===== config.mk =====
export PLATFORM = sky130hd
export DESIGN_NAME = pcg32_generator
export DESIGN_NICKNAME = d
export VERILOG_FILES = /design/src/hdl/pcg_pkg.sv /design/src/hdl/pcg_mul64.sv /design/src/hdl/pcg_divu32.sv /design/src/hdl/pcg32_generator.sv
export SDC_FILE = /design/constraint.sdc
export NUM_CORES = 2
export LEC_CHECK = 0
export BUFFER_PORTS_ARGS = -buffer_cell sky130_fd_sc_hd__buf_2
export CELL_PAD_IN_SITES_DETAIL_PLACEMENT = 1
export CELL_PAD_IN_SITES_GLOBAL_PLACEMENT = 1
export CORE_ASPECT_RATIO = 0.6
export CORE_UTILIZATION = 40
export CTS_CLUSTER_DIAMETER = 200
export DETAILED_ROUTE_END_ITERATION = 8
export GPL_ROUTABILITY_DRIVEN = 1
export PLACE_DENSITY = 0.67
export SLEW_MARGIN = 30
export SYNTH_ARGS = -nofsm -noshare
export SYNTH_HDL_FRONTEND = slang
export SYNTH_SLANG_ARGS = --single-unit

===== constraint.sdc =====
create_clock -name clk_i -period 10.1 [get_ports clk_i]
set_input_delay 2.525 -clock clk_i [delete_from_list [all_inputs] [get_ports clk_i]]
set_output_delay 2.525 -clock clk_i [all_outputs]
set_load 0.03 [all_outputs]

===== src/hdl/pcg_pkg.sv =====
// Shared types, constants and the output permutation of the PCG32 generator.
// Used by pcg_mul64, pcg_divu32 and pcg32_generator; depends on nothing.
package pcg_pkg;

  localparam int unsigned STATE_W = 64;
  localparam int unsigned WORD_W  = 32;
  localparam int unsigned HALF_W  = STATE_W / 2;

  // LCG multiplier, and the state that seeding from all-zero registers leaves.
  localparam logic [STATE_W-1:0] PCG_MULT        = 64'h5851_F42D_4C95_7F2D;
  localparam logic [STATE_W-1:0] PCG_RESET_STATE = 64'h5851_F42D_4C95_7F2E;
  localparam logic [STATE_W-1:0] PCG_RESET_INC   = 64'h0000_0000_0000_0001;

  // Configuration register indexes.
  localparam logic CFG_SEED_STATE    = 1'b0;
  localparam logic CFG_STREAM_SELECT = 1'b1;

  typedef enum logic [1:0] {
    OP_RAW     = 2'd0,
    OP_BOUNDED = 2'd1,
    OP_RESEED  = 2'd2,
    OP_NONE    = 2'd3
  } pcg_op_e;

  // Status of an iterative arithmetic unit.
  typedef struct packed {
    logic busy;
    logic done;
  } pcg_unit_sts_t;

  // XSH-RR output of a state word: xorshift, then rotate right by the top five bits.
  function automatic logic [WORD_W-1:0] xsh_rr(input logic [STATE_W-1:0] s);
    logic [STATE_W-1:0] mixed;
    logic [WORD_W-1:0]  xs;
    logic [4:0]         rot;
    logic [2*WORD_W-1:0] doubled;
    mixed   = ((s >> 18) ^ s) >> 27;
    xs      = mixed[WORD_W-1:0];
    rot     = s[STATE_W-1 -: 5];
    doubled = {xs, xs} >> rot;
    return doubled[WORD_W-1:0];
  endfunction

endpackage


===== src/hdl/pcg_mul64.sv =====
// Iterative LCG step: low 64 bits of a * PCG_MULT + increment.
// One shared 32x32 multiplier and one 64-bit adder; depends on pcg_pkg.
module pcg_mul64 (
  input  logic                            clk_i,
  input  logic                            rst_ni,
  input  logic                            start_i,
  input  logic [pcg_pkg::STATE_W-1:0]     a_i,
  input  logic [pcg_pkg::STATE_W-1:0]     inc_i,
  output logic [pcg_pkg::STATE_W-1:0]     result_o,
  output pcg_pkg::pcg_unit_sts_t          sts_o
);
  import pcg_pkg::*;

  typedef enum logic [2:0] {
    MS_LL,   // low x low product
    MS_LH,   // take low x low, form low x high
    MS_HL,   // add first cross term, form high x low
    MS_ADD,  // add second cross term
    MS_INC   // add the increment
  } mul_step_e;

  mul_step_e              step_q;
  logic                   busy_q;
  logic                   done_q;
  logic [STATE_W-1:0]     a_q;
  logic [STATE_W-1:0]     inc_q;
  logic [STATE_W-1:0]     prod_q;
  logic [STATE_W-1:0]     acc_q;
  logic [HALF_W-1:0]      op_a;
  logic [HALF_W-1:0]      op_b;
  logic [STATE_W-1:0]     prod_d;
  logic [STATE_W-1:0]     addend;

  always_comb begin
    op_a = a_q[HALF_W-1:0];
    op_b = PCG_MULT[HALF_W-1:0];
    case (step_q)
      MS_LH:   op_b = PCG_MULT[STATE_W-1:HALF_W];
      MS_HL:   op_a = a_q[STATE_W-1:HALF_W];
      default: ;
    endcase
    prod_d = STATE_W'(op_a) * STATE_W'(op_b);
    addend = (step_q == MS_INC) ? inc_q : {prod_q[HALF_W-1:0], {HALF_W{1'b0}}};
  end

  always_ff @(posedge clk_i or negedge rst_ni) begin
    if (!rst_ni) begin
      step_q <= MS_LL;
      busy_q <= 1'b0;
      done_q <= 1'b0;
    end else begin
      done_q <= 1'b0;
      if (start_i) begin
        step_q <= MS_LL;
        busy_q <= 1'b1;
      end else if (busy_q) begin
        unique case (step_q)
          MS_LL:   step_q <= MS_LH;
          MS_LH:   step_q <= MS_HL;
          MS_HL:   step_q <= MS_ADD;
          MS_ADD:  step_q <= MS_INC;
          MS_INC: begin
            step_q <= MS_LL;
            busy_q <= 1'b0;
            done_q <= 1'b1;
          end
          default: step_q <= MS_LL;
        endcase
      end
    end
  end

  always_ff @(posedge clk_i) begin
    if (start_i) begin
      a_q   <= a_i;
      inc_q <= inc_i;
    end else if (busy_q) begin
      prod_q <= prod_d;
      if (step_q == MS_LH) begin
        acc_q <= prod_q;
      end else if (step_q != MS_LL) begin
        acc_q <= acc_q + addend;
      end
    end
  end

  assign result_o = acc_q;
  assign sts_o    = '{busy: busy_q, done: done_q};

endmodule


===== src/hdl/pcg_divu32.sv =====
// Restoring 32-bit remainder unit, one quotient bit per cycle.
// Gives numerator mod divisor after 32 steps; depends on pcg_pkg.
module pcg_divu32 (
  input  logic                        clk_i,
  input  logic                        rst_ni,
  input  logic                        start_i,
  input  logic [pcg_pkg::WORD_W-1:0]  num_i,
  input  logic [pcg_pkg::WORD_W-1:0]  div_i,
  output logic [pcg_pkg::WORD_W-1:0]  rem_o,
  output pcg_pkg::pcg_unit_sts_t      sts_o
);
  import pcg_pkg::*;

  localparam int unsigned CNT_W = $clog2(WORD_W);

  logic [CNT_W-1:0]  cnt_q;
  logic              busy_q;
  logic              done_q;
  logic [WORD_W-1:0] num_q;
  logic [WORD_W-1:0] div_q;
  logic [WORD_W-1:0] rem_q;
  logic [WORD_W:0]   trial;
  logic [WORD_W:0]   diff;
  logic [WORD_W-1:0] rem_d;

  always_comb begin
    trial = {rem_q, num_q[WORD_W-1]};
    diff  = trial - {1'b0, div_q};
    rem_d = diff[WORD_W] ? trial[WORD_W-1:0] : diff[WORD_W-1:0];
  end

  always_ff @(posedge clk_i or negedge rst_ni) begin
    if (!rst_ni) begin
      cnt_q  <= '0;
      busy_q <= 1'b0;
      done_q <= 1'b0;
    end else begin
      done_q <= 1'b0;
      if (start_i) begin
        cnt_q  <= '0;
        busy_q <= 1'b1;
      end else if (busy_q) begin
        cnt_q <= cnt_q + CNT_W'(1);
        if (cnt_q == CNT_W'(WORD_W - 1)) begin
          busy_q <= 1'b0;
          done_q <= 1'b1;
        end
      end
    end
  end

  always_ff @(posedge clk_i) begin
    if (start_i) begin
      num_q <= num_i;
      div_q <= div_i;
      rem_q <= '0;
    end else if (busy_q) begin
      num_q <= {num_q[WORD_W-2:0], 1'b0};
      rem_q <= rem_d;
    end
  end

  assign rem_o = rem_q;
  assign sts_o = '{busy: busy_q, done: done_q};

endmodule


===== src/hdl/pcg32_generator.sv =====
// PCG32 XSH-RR generator top level: sequencer, state, config and output word register.
// A raw draw or reseed raises its output word after one iterative 64-bit multiply-add; a
// bounded request adds two remainder passes, for the threshold and for the reduction, and
// one more multiply-add for every rejected draw. One request is in flight; the next is
// accepted the cycle after its word is raised. Reset seeds from zeroed registers: state
// 0x5851F42D4C957F2E, increment 1.
module pcg32_generator (
  input  logic                           clk_i,
  input  logic                           rst_ni,
  // Request channel.
  input  logic                           in_valid_i,
  output logic                           in_stall_o,
  input  logic [1:0]                     operation_i,
  input  logic [pcg_pkg::WORD_W-1:0]     bound_i,
  // Result channel.
  output logic                           out_valid_o,
  input  logic                           out_stall_i,
  output logic [pcg_pkg::WORD_W-1:0]     value_o,
  // Configuration write channel.
  input  logic                           cfg_valid_i,
  output logic                           cfg_ready_o,
  input  logic                           cfg_index_i,
  input  logic [pcg_pkg::STATE_W-1:0]    cfg_data_i
);
  import pcg_pkg::*;

  // The sequencer walks one request through the shared multiply-add and remainder
  // units. A bounded request first works out the rejection threshold, then draws
  // until the raw word clears it, and finally reduces the accepted word modulo bound.
  typedef enum logic [2:0] {
    ST_IDLE,
    ST_THRESH,
    ST_DRAW,
    ST_MULW,
    ST_REMW,
    ST_FINISH
  } gen_state_e;

  gen_state_e             state_q;
  logic [STATE_W-1:0]     lcg_q;
  logic [STATE_W-1:0]     inc_q;
  logic [STATE_W-1:0]     seed_state_q;
  logic [STATE_W-2:0]     stream_q;
  logic [WORD_W-1:0]      bound_q;
  logic [WORD_W-1:0]      thresh_q;
  logic [WORD_W-1:0]      word_q;
  logic [WORD_W-1:0]      div_num_q;
  logic                   bounded_q;
  logic                   mul_go_q;
  logic                   div_go_q;
  logic                   out_valid_q;
  logic [WORD_W-1:0]      value_q;

  logic                   in_accept;
  logic [STATE_W-1:0]     new_inc;
  logic [STATE_W-1:0]     mul_result;
  logic [WORD_W-1:0]      div_rem;
  pcg_unit_sts_t          mul_sts;
  pcg_unit_sts_t          div_sts;
  pcg_op_e                req_op;

  assign in_accept   = in_valid_i && !in_stall_o;
  assign in_stall_o  = (state_q != ST_IDLE);
  assign req_op      = pcg_op_e'(operation_i);
  assign new_inc     = {stream_q, 1'b1};
  assign cfg_ready_o = 1'b1;
  assign out_valid_o = out_valid_q;
  assign value_o     = value_q;

  pcg_mul64 u_mul (
    .clk_i    (clk_i),
    .rst_ni   (rst_ni),
    .start_i  (mul_go_q),
    .a_i      (lcg_q),
    .inc_i    (inc_q),
    .result_o (mul_result),
    .sts_o    (mul_sts)
  );

  pcg_divu32 u_div (
    .clk_i   (clk_i),
    .rst_ni  (rst_ni),
    .start_i (div_go_q),
    .num_i   (div_num_q),
    .div_i   (bound_q),
    .rem_o   (div_rem),
    .sts_o   (div_sts)
  );

  // Configuration registers. Writes must arrive only while the block is idle; the block does not enforce it.
  always_ff @(posedge clk_i or negedge rst_ni) begin
    if (!rst_ni) begin
      seed_state_q <= '0;
      stream_q     <= '0;
    end else if (cfg_valid_i && cfg_ready_o) begin
      unique case (cfg_index_i)
        CFG_SEED_STATE:    seed_state_q <= cfg_data_i;
        CFG_STREAM_SELECT: stream_q     <= cfg_data_i[STATE_W-2:0];
        default: ;
      endcase
    end
  end

  // Sequencer, generator state and the output word register.
  always_ff @(posedge clk_i or negedge rst_ni) begin
    if (!rst_ni) begin
      state_q     <= ST_IDLE;
      lcg_q       <= PCG_RESET_STATE;
      inc_q       <= PCG_RESET_INC;
      bound_q     <= '0;
      thresh_q    <= '0;
      word_q      <= '0;
      div_num_q   <= '0;
      bounded_q   <= 1'b0;
      mul_go_q    <= 1'b0;
      div_go_q    <= 1'b0;
      out_valid_q <= 1'b0;
      value_q     <= '0;
    end else begin
      mul_go_q <= 1'b0;
      div_go_q <= 1'b0;
      if (out_valid_q && !out_stall_i) begin
        out_valid_q <= 1'b0;
      end
      unique case (state_q)
        ST_IDLE: begin
          if (in_accept) begin
            bounded_q <= 1'b0;
            unique case (req_op)
              OP_RAW: begin
                word_q   <= xsh_rr(lcg_q);
                mul_go_q <= 1'b1;
                state_q  <= ST_MULW;
              end
              OP_BOUNDED: begin
                if (bound_i == '0) begin
                  // A zero bound behaves as a raw draw.
                  word_q   <= xsh_rr(lcg_q);
                  mul_go_q <= 1'b1;
                  state_q  <= ST_MULW;
                end else begin
                  bounded_q <= 1'b1;
                  bound_q   <= bound_i;
                  div_num_q <= WORD_W'(0) - bound_i;
                  div_go_q  <= 1'b1;
                  state_q   <= ST_THRESH;
                end
              end
              OP_RESEED: begin
                // The first seeding draw from zero state leaves the increment, so
                // it folds into one add; the second draw runs on the multiplier.
                inc_q    <= new_inc;
                lcg_q    <= new_inc + seed_state_q;
                word_q   <= '0;
                mul_go_q <= 1'b1;
                state_q  <= ST_MULW;
              end
              OP_NONE: begin
                word_q  <= '0;
                state_q <= ST_FINISH;
              end
              default: state_q <= ST_IDLE;
            endcase
          end
        end
        ST_THRESH: begin
          if (div_sts.done) begin
            thresh_q <= div_rem;
            state_q  <= ST_DRAW;
          end
        end
        ST_DRAW: begin
          word_q   <= xsh_rr(lcg_q);
          mul_go_q <= 1'b1;
          state_q  <= ST_MULW;
        end
        ST_MULW: begin
          if (mul_sts.done) begin
            lcg_q <= mul_result;
            if (!bounded_q) begin
              state_q <= ST_FINISH;
            end else if (word_q >= thresh_q) begin
              div_num_q <= word_q;
              div_go_q  <= 1'b1;
              state_q   <= ST_REMW;
            end else begin
              state_q <= ST_DRAW;
            end
          end
        end
        ST_REMW: begin
          if (div_sts.done) begin
            word_q  <= div_rem;
            state_q <= ST_FINISH;
          end
        end
        ST_FINISH: begin
          // The output register takes the word once its previous word has gone.
          if (!out_valid_q || !out_stall_i) begin
            out_valid_q <= 1'b1;
            value_q     <= word_q;
            state_q     <= ST_IDLE;
          end
        end
        default: state_q <= ST_IDLE;
      endcase
    end
  end

  a_inc_odd : assert property (@(posedge clk_i) disable iff (!rst_ni) inc_q[0])
    else $error("increment is even");

  a_units_exclusive : assert property (@(posedge clk_i) disable iff (!rst_ni)
    !(mul_sts.busy && div_sts.busy))
    else $error("multiplier and remainder unit busy together");

  a_mul_done_state : assert property (@(posedge clk_i) disable iff (!rst_ni)
    mul_sts.done |-> (state_q == ST_MULW))
    else $error("multiply-add finished outside its wait state");

  a_div_done_state : assert property (@(posedge clk_i) disable iff (!rst_ni)
    div_sts.done |-> ((state_q == ST_THRESH) || (state_q == ST_REMW)))
    else $error("remainder finished outside its wait states");

  a_rem_below_bound : assert property (@(posedge clk_i) disable iff (!rst_ni)
    div_sts.done |-> (div_rem < bound_q))
    else $error("remainder not below bound");

endmodule


==> flow_summary.yaml <==
clock_network:
  cts.sinks: 783
  cts-root-buf: "clkbuf_16"
  clock_latency_ns: 0.68
  clkTransAtPathRegs_ns: 0.07
  numCtsBuffers: 75
  post_cts_resized: 0
  clk_path_buf_depth: 3
  cts_tree: "yes"
  cts_setup_buffers: 0
  hold_buffers: 0
  htree_levels: 3
worst_setup_path:
  r2r_cells: 24
  critical_path.top_delay_family: "adder cells"
  crit_chain: "nor3b_2, buf_12, mux2i_1, inv_1, ha_1, ha_1, inv_1, fa_1, inv_1, fa_1, fa_1, fa_1, fa_1, fa_1, ha_1, inv_1, or4_1, o221ai_1, nor3_1, o21a_1, o31a_1, o21ai_0, a31oi_1, xnor2_1"
  cp_slowest_stage_delay_ns: 0.85
  worstPathArrival_ns: 10.08
  cp_slowest_cell: "fa_1"
  crit_fanout: 33
  critical_path_buf_inv_count: 5
  required_ns: 10.54
  startpoint_type: "flop"
  critPathMostFrequentCell: "fa_1"
  worst_setup_path_end_kind: "flop"
  cp.depth: 24
  crit_type: "flop to flop"
synth:
  syn_area_um2: 64900
  yosys_warnings: 0
  synthArstFlopShare: 0.553
  yosysSeqAreaShare: 0.325
  syn_area_per_cell_um2: 10.0
  synth-seq-cells: 783
  synth_cell_types: 91
  synthMuxAreaShare: 0.0766
  synth_compound_area_frac: 0.115
  synth-simple-area-share: 0.0994
  netlist_instances: 6467
  synth_edf_count: 318
  synth-xor-area-share: 0.0338
  synth_adder_area_share: 0.283
  synthFlopType: "dfrtp_1"
  synth_top_family_by_area: "adder cells"
min_path:
  whs_path_depth: 0
  hp-class: "flop to flop"
detailed_routing:
  remaining_drc_errors: 0
  wl_mm: 239
  drtAntennaViolNets: 0
  first_iter_violations: 4497
  vias: 49491
  drtPass1Iterations: 6
  drt-vias-per-instance: 5.63
  wl_per_cell_um: 27.3
timing:
  period_needed_ns: 9.64
  skew_ns: 0.0348
  finalHoldViolations: 0
  setup_tns_ns: 0
  fmax_mhz: 104
  worst_pin_slew_ns: 1.04
  rsz0062_at_grt: "false"
  maxSlewHeadroom: 0.301
  period_share: 0.954
  finalSetupViolCount: 0
  drv_slew: 0
grt:
  grt_overflow_total: 0
  grt.total_usage: 0.293
  grt_max_degree: 141
  antenna_found_initial: 18
  first_global_vias: 50808
  grt_pass1_wl_mm: 351
flow_run:
  cap_violations: 0
floorplanning:
  dieArea_um2: 164000
  die_w_um: 522
  chipHeight_um: 314
  coreArea_um2: 161000
  ios: 139
  start_util: 0.403
  rows: 114
cells_and_area:
  area_growth_pct: 9.55
  fillers: 17884
  nets: 7821
  drive_above_1_share: 0.117
placement:
  place_congestion: 0.979
  port_buffers: 137
  place_hpwl_mm: 197
outcome:
  status: "completed"
-- cells by family (layout without fill, tap and decap cells) --
logic type | Yosys count | after routing
DFF | 783 | 783
other | 2 | 38
and+or+nand+nor | 1464 | 1464
adders and majority gates | 1145 | 1145
buffers and inverters | 1155 | 1293
AOI/OAI and AO/OA | 1217 | 1217
muxes | 453 | 453
xor gates and xnor gates | 248 | 248
-- flip-flops by register name (all words and copies together), names as in the netlist, 5 cells and up --
signal and cells:
u_div.rem_o 32, u_div.num_q 32, value_o 32, u_mul.inc_q 63, lcg_q 64, word_q 32
div_num_q 32, u_div.div_q 32, u_mul.prod_q 63, seed_state_q 64, bound_q 32, thresh_q 32
u_mul.result_o 64, inc_q 63, u_mul.a_q 64, stream_q 63, u_div.cnt_q 5
-- final timing paths --
check	from	endpoint	slack (ns)
setup / recovery	u_mul.step_q[1]	u_mul.prod_q[62]	0.46
hold / removal	bound_q[2]	u_div.div_q[2]	0.45
setup reg to reg	u_mul.step_q[1]	u_mul.prod_q[62]	0.46
hold reg to reg	bound_q[2]	u_div.div_q[2]	0.45
max in group asynchronous	rst_ni	div_num_q[5]	6.90
min in group asynchronous	rst_ni	bound_q[24]	1.84
-- cell usage after synthesis, types with 13 or more instances --
master | instances | area (µm²)
xor2_1 | 87 | 762
nand3_1 | 48 | 240
o21a_1 | 26 | 195
o211ai_1 | 20 | 150
mux2i_1 | 132 | 1320
edfxtp_1 | 318 | 9550
fa_1 | 538 | 10800
clkbuf_1 | 198 | 743
nand2b_1 | 24 | 150
dfrtp_1 | 400 | 10000
ha_1 | 607 | 7590
inv_1 | 909 | 3410
or3_1 | 35 | 219
dfstp_2 | 33 | 867
o21ai_0 | 315 | 1580
a21o_1 | 140 | 1050
o31ai_1 | 17 | 128
o21bai_1 | 55 | 413
buf_1 | 32 | 120
xnor2_1 | 160 | 1400
nand4_1 | 61 | 382
a21oi_1 | 413 | 2070
a31oi_1 | 37 | 231
nor3_1 | 63 | 315
and3_1 | 62 | 388
nor4_1 | 16 | 100
dfxtp_1 | 32 | 641
nand2_1 | 611 | 2290
a221oi_1 | 13 | 114
nor2_1 | 448 | 1680
nor2b_1 | 26 | 163
and2_1 | 16 | 100
mux2_2 | 317 | 3570
a211oi_1 | 45 | 338
-- metrics by stage --
step	hold slack (ns)	instances	cell area, µm²	util	setup WS [ns]
final	0.447	8787	71100	0.441	0.460
after detailed placement	0.430	8640	68400	0.425	0.546
after floorplan	0.419	6497	65000	-	0.583
after global placement	0.424	8639	68400	0.425	0.715
after CTS	0.448	8780	71000	0.441	0.598
after global routing	0.461	8784	71100	0.441	0.106
-- area by class of cell --
type,instances,area (µm²),share of cell area
Multi-Input combinational cell,4559,39700,0.559
Sequential cell,783,21100,0.297
Inverter,917,3440,0.0484
Tap cell,2146,2690,0.0378
Clock buffer,103,2150,0.0302
Timing Repair Buffer,236,1560,0.0219
Clock inverter,37,414,0.00583
Antenna cell,6,15.0,0.000211
-- worst register-to-register path, cell delays in order (launching register included) --
cell and delay (ns):
dfrtp_1 0.47, nor3b_2 0.29, buf_12 0.32, mux2i_1 0.64, inv_1 0.51, ha_1 0.43, ha_1 0.52, inv_1 0.11
fa_1 0.51, inv_1 0.06, fa_1 0.85, fa_1 0.52, fa_1 0.46, fa_1 0.51, fa_1 0.41, ha_1 0.40
inv_1 0.11, or4_1 0.58, o221ai_1 0.27, nor3_1 0.08, o21a_1 0.18, o31a_1 0.46, o21ai_0 0.41, a31oi_1 0.17
xnor2_1 0.15
-- placed cells by master, fill, tap and decap left out, types with 35 or more instances in the layout --
cell type	netlist	layout
buf_4	1	90
nand4_1	61	61
fa_1	538	538
clkbuf_16	0	78
dfrtp_1	400	397
buf_2	5	136
o21ai_0	315	311
a211oi_1	45	43
a21oi_1	413	412
a21o_1	140	140
or3_1	35	35
nand2_1	611	609
nor3_1	63	61
nor2_1	448	445
xnor2_1	160	159
nand3_1	48	46
xor2_1	87	87
a31oi_1	37	37
mux2_2	317	317
and3_1	62	62
mux2i_1	132	131
edfxtp_1	318	318
inv_1	909	909
ha_1	607	607
o21bai_1	55	55
-- routing by layer --
metal  share of wire  up-vias  GRT usage
li1                -    22088          -
met1            0.50    25551      0.466
met2            0.36     1680      0.356
met3            0.13      166      0.130
met4           0.011        6     0.0389
met5         0.00041        -    0.00316
Power is left out: the tool's default activity adds up to more than one toggle a clock period on the data nets, which glitch-free logic cannot reach.
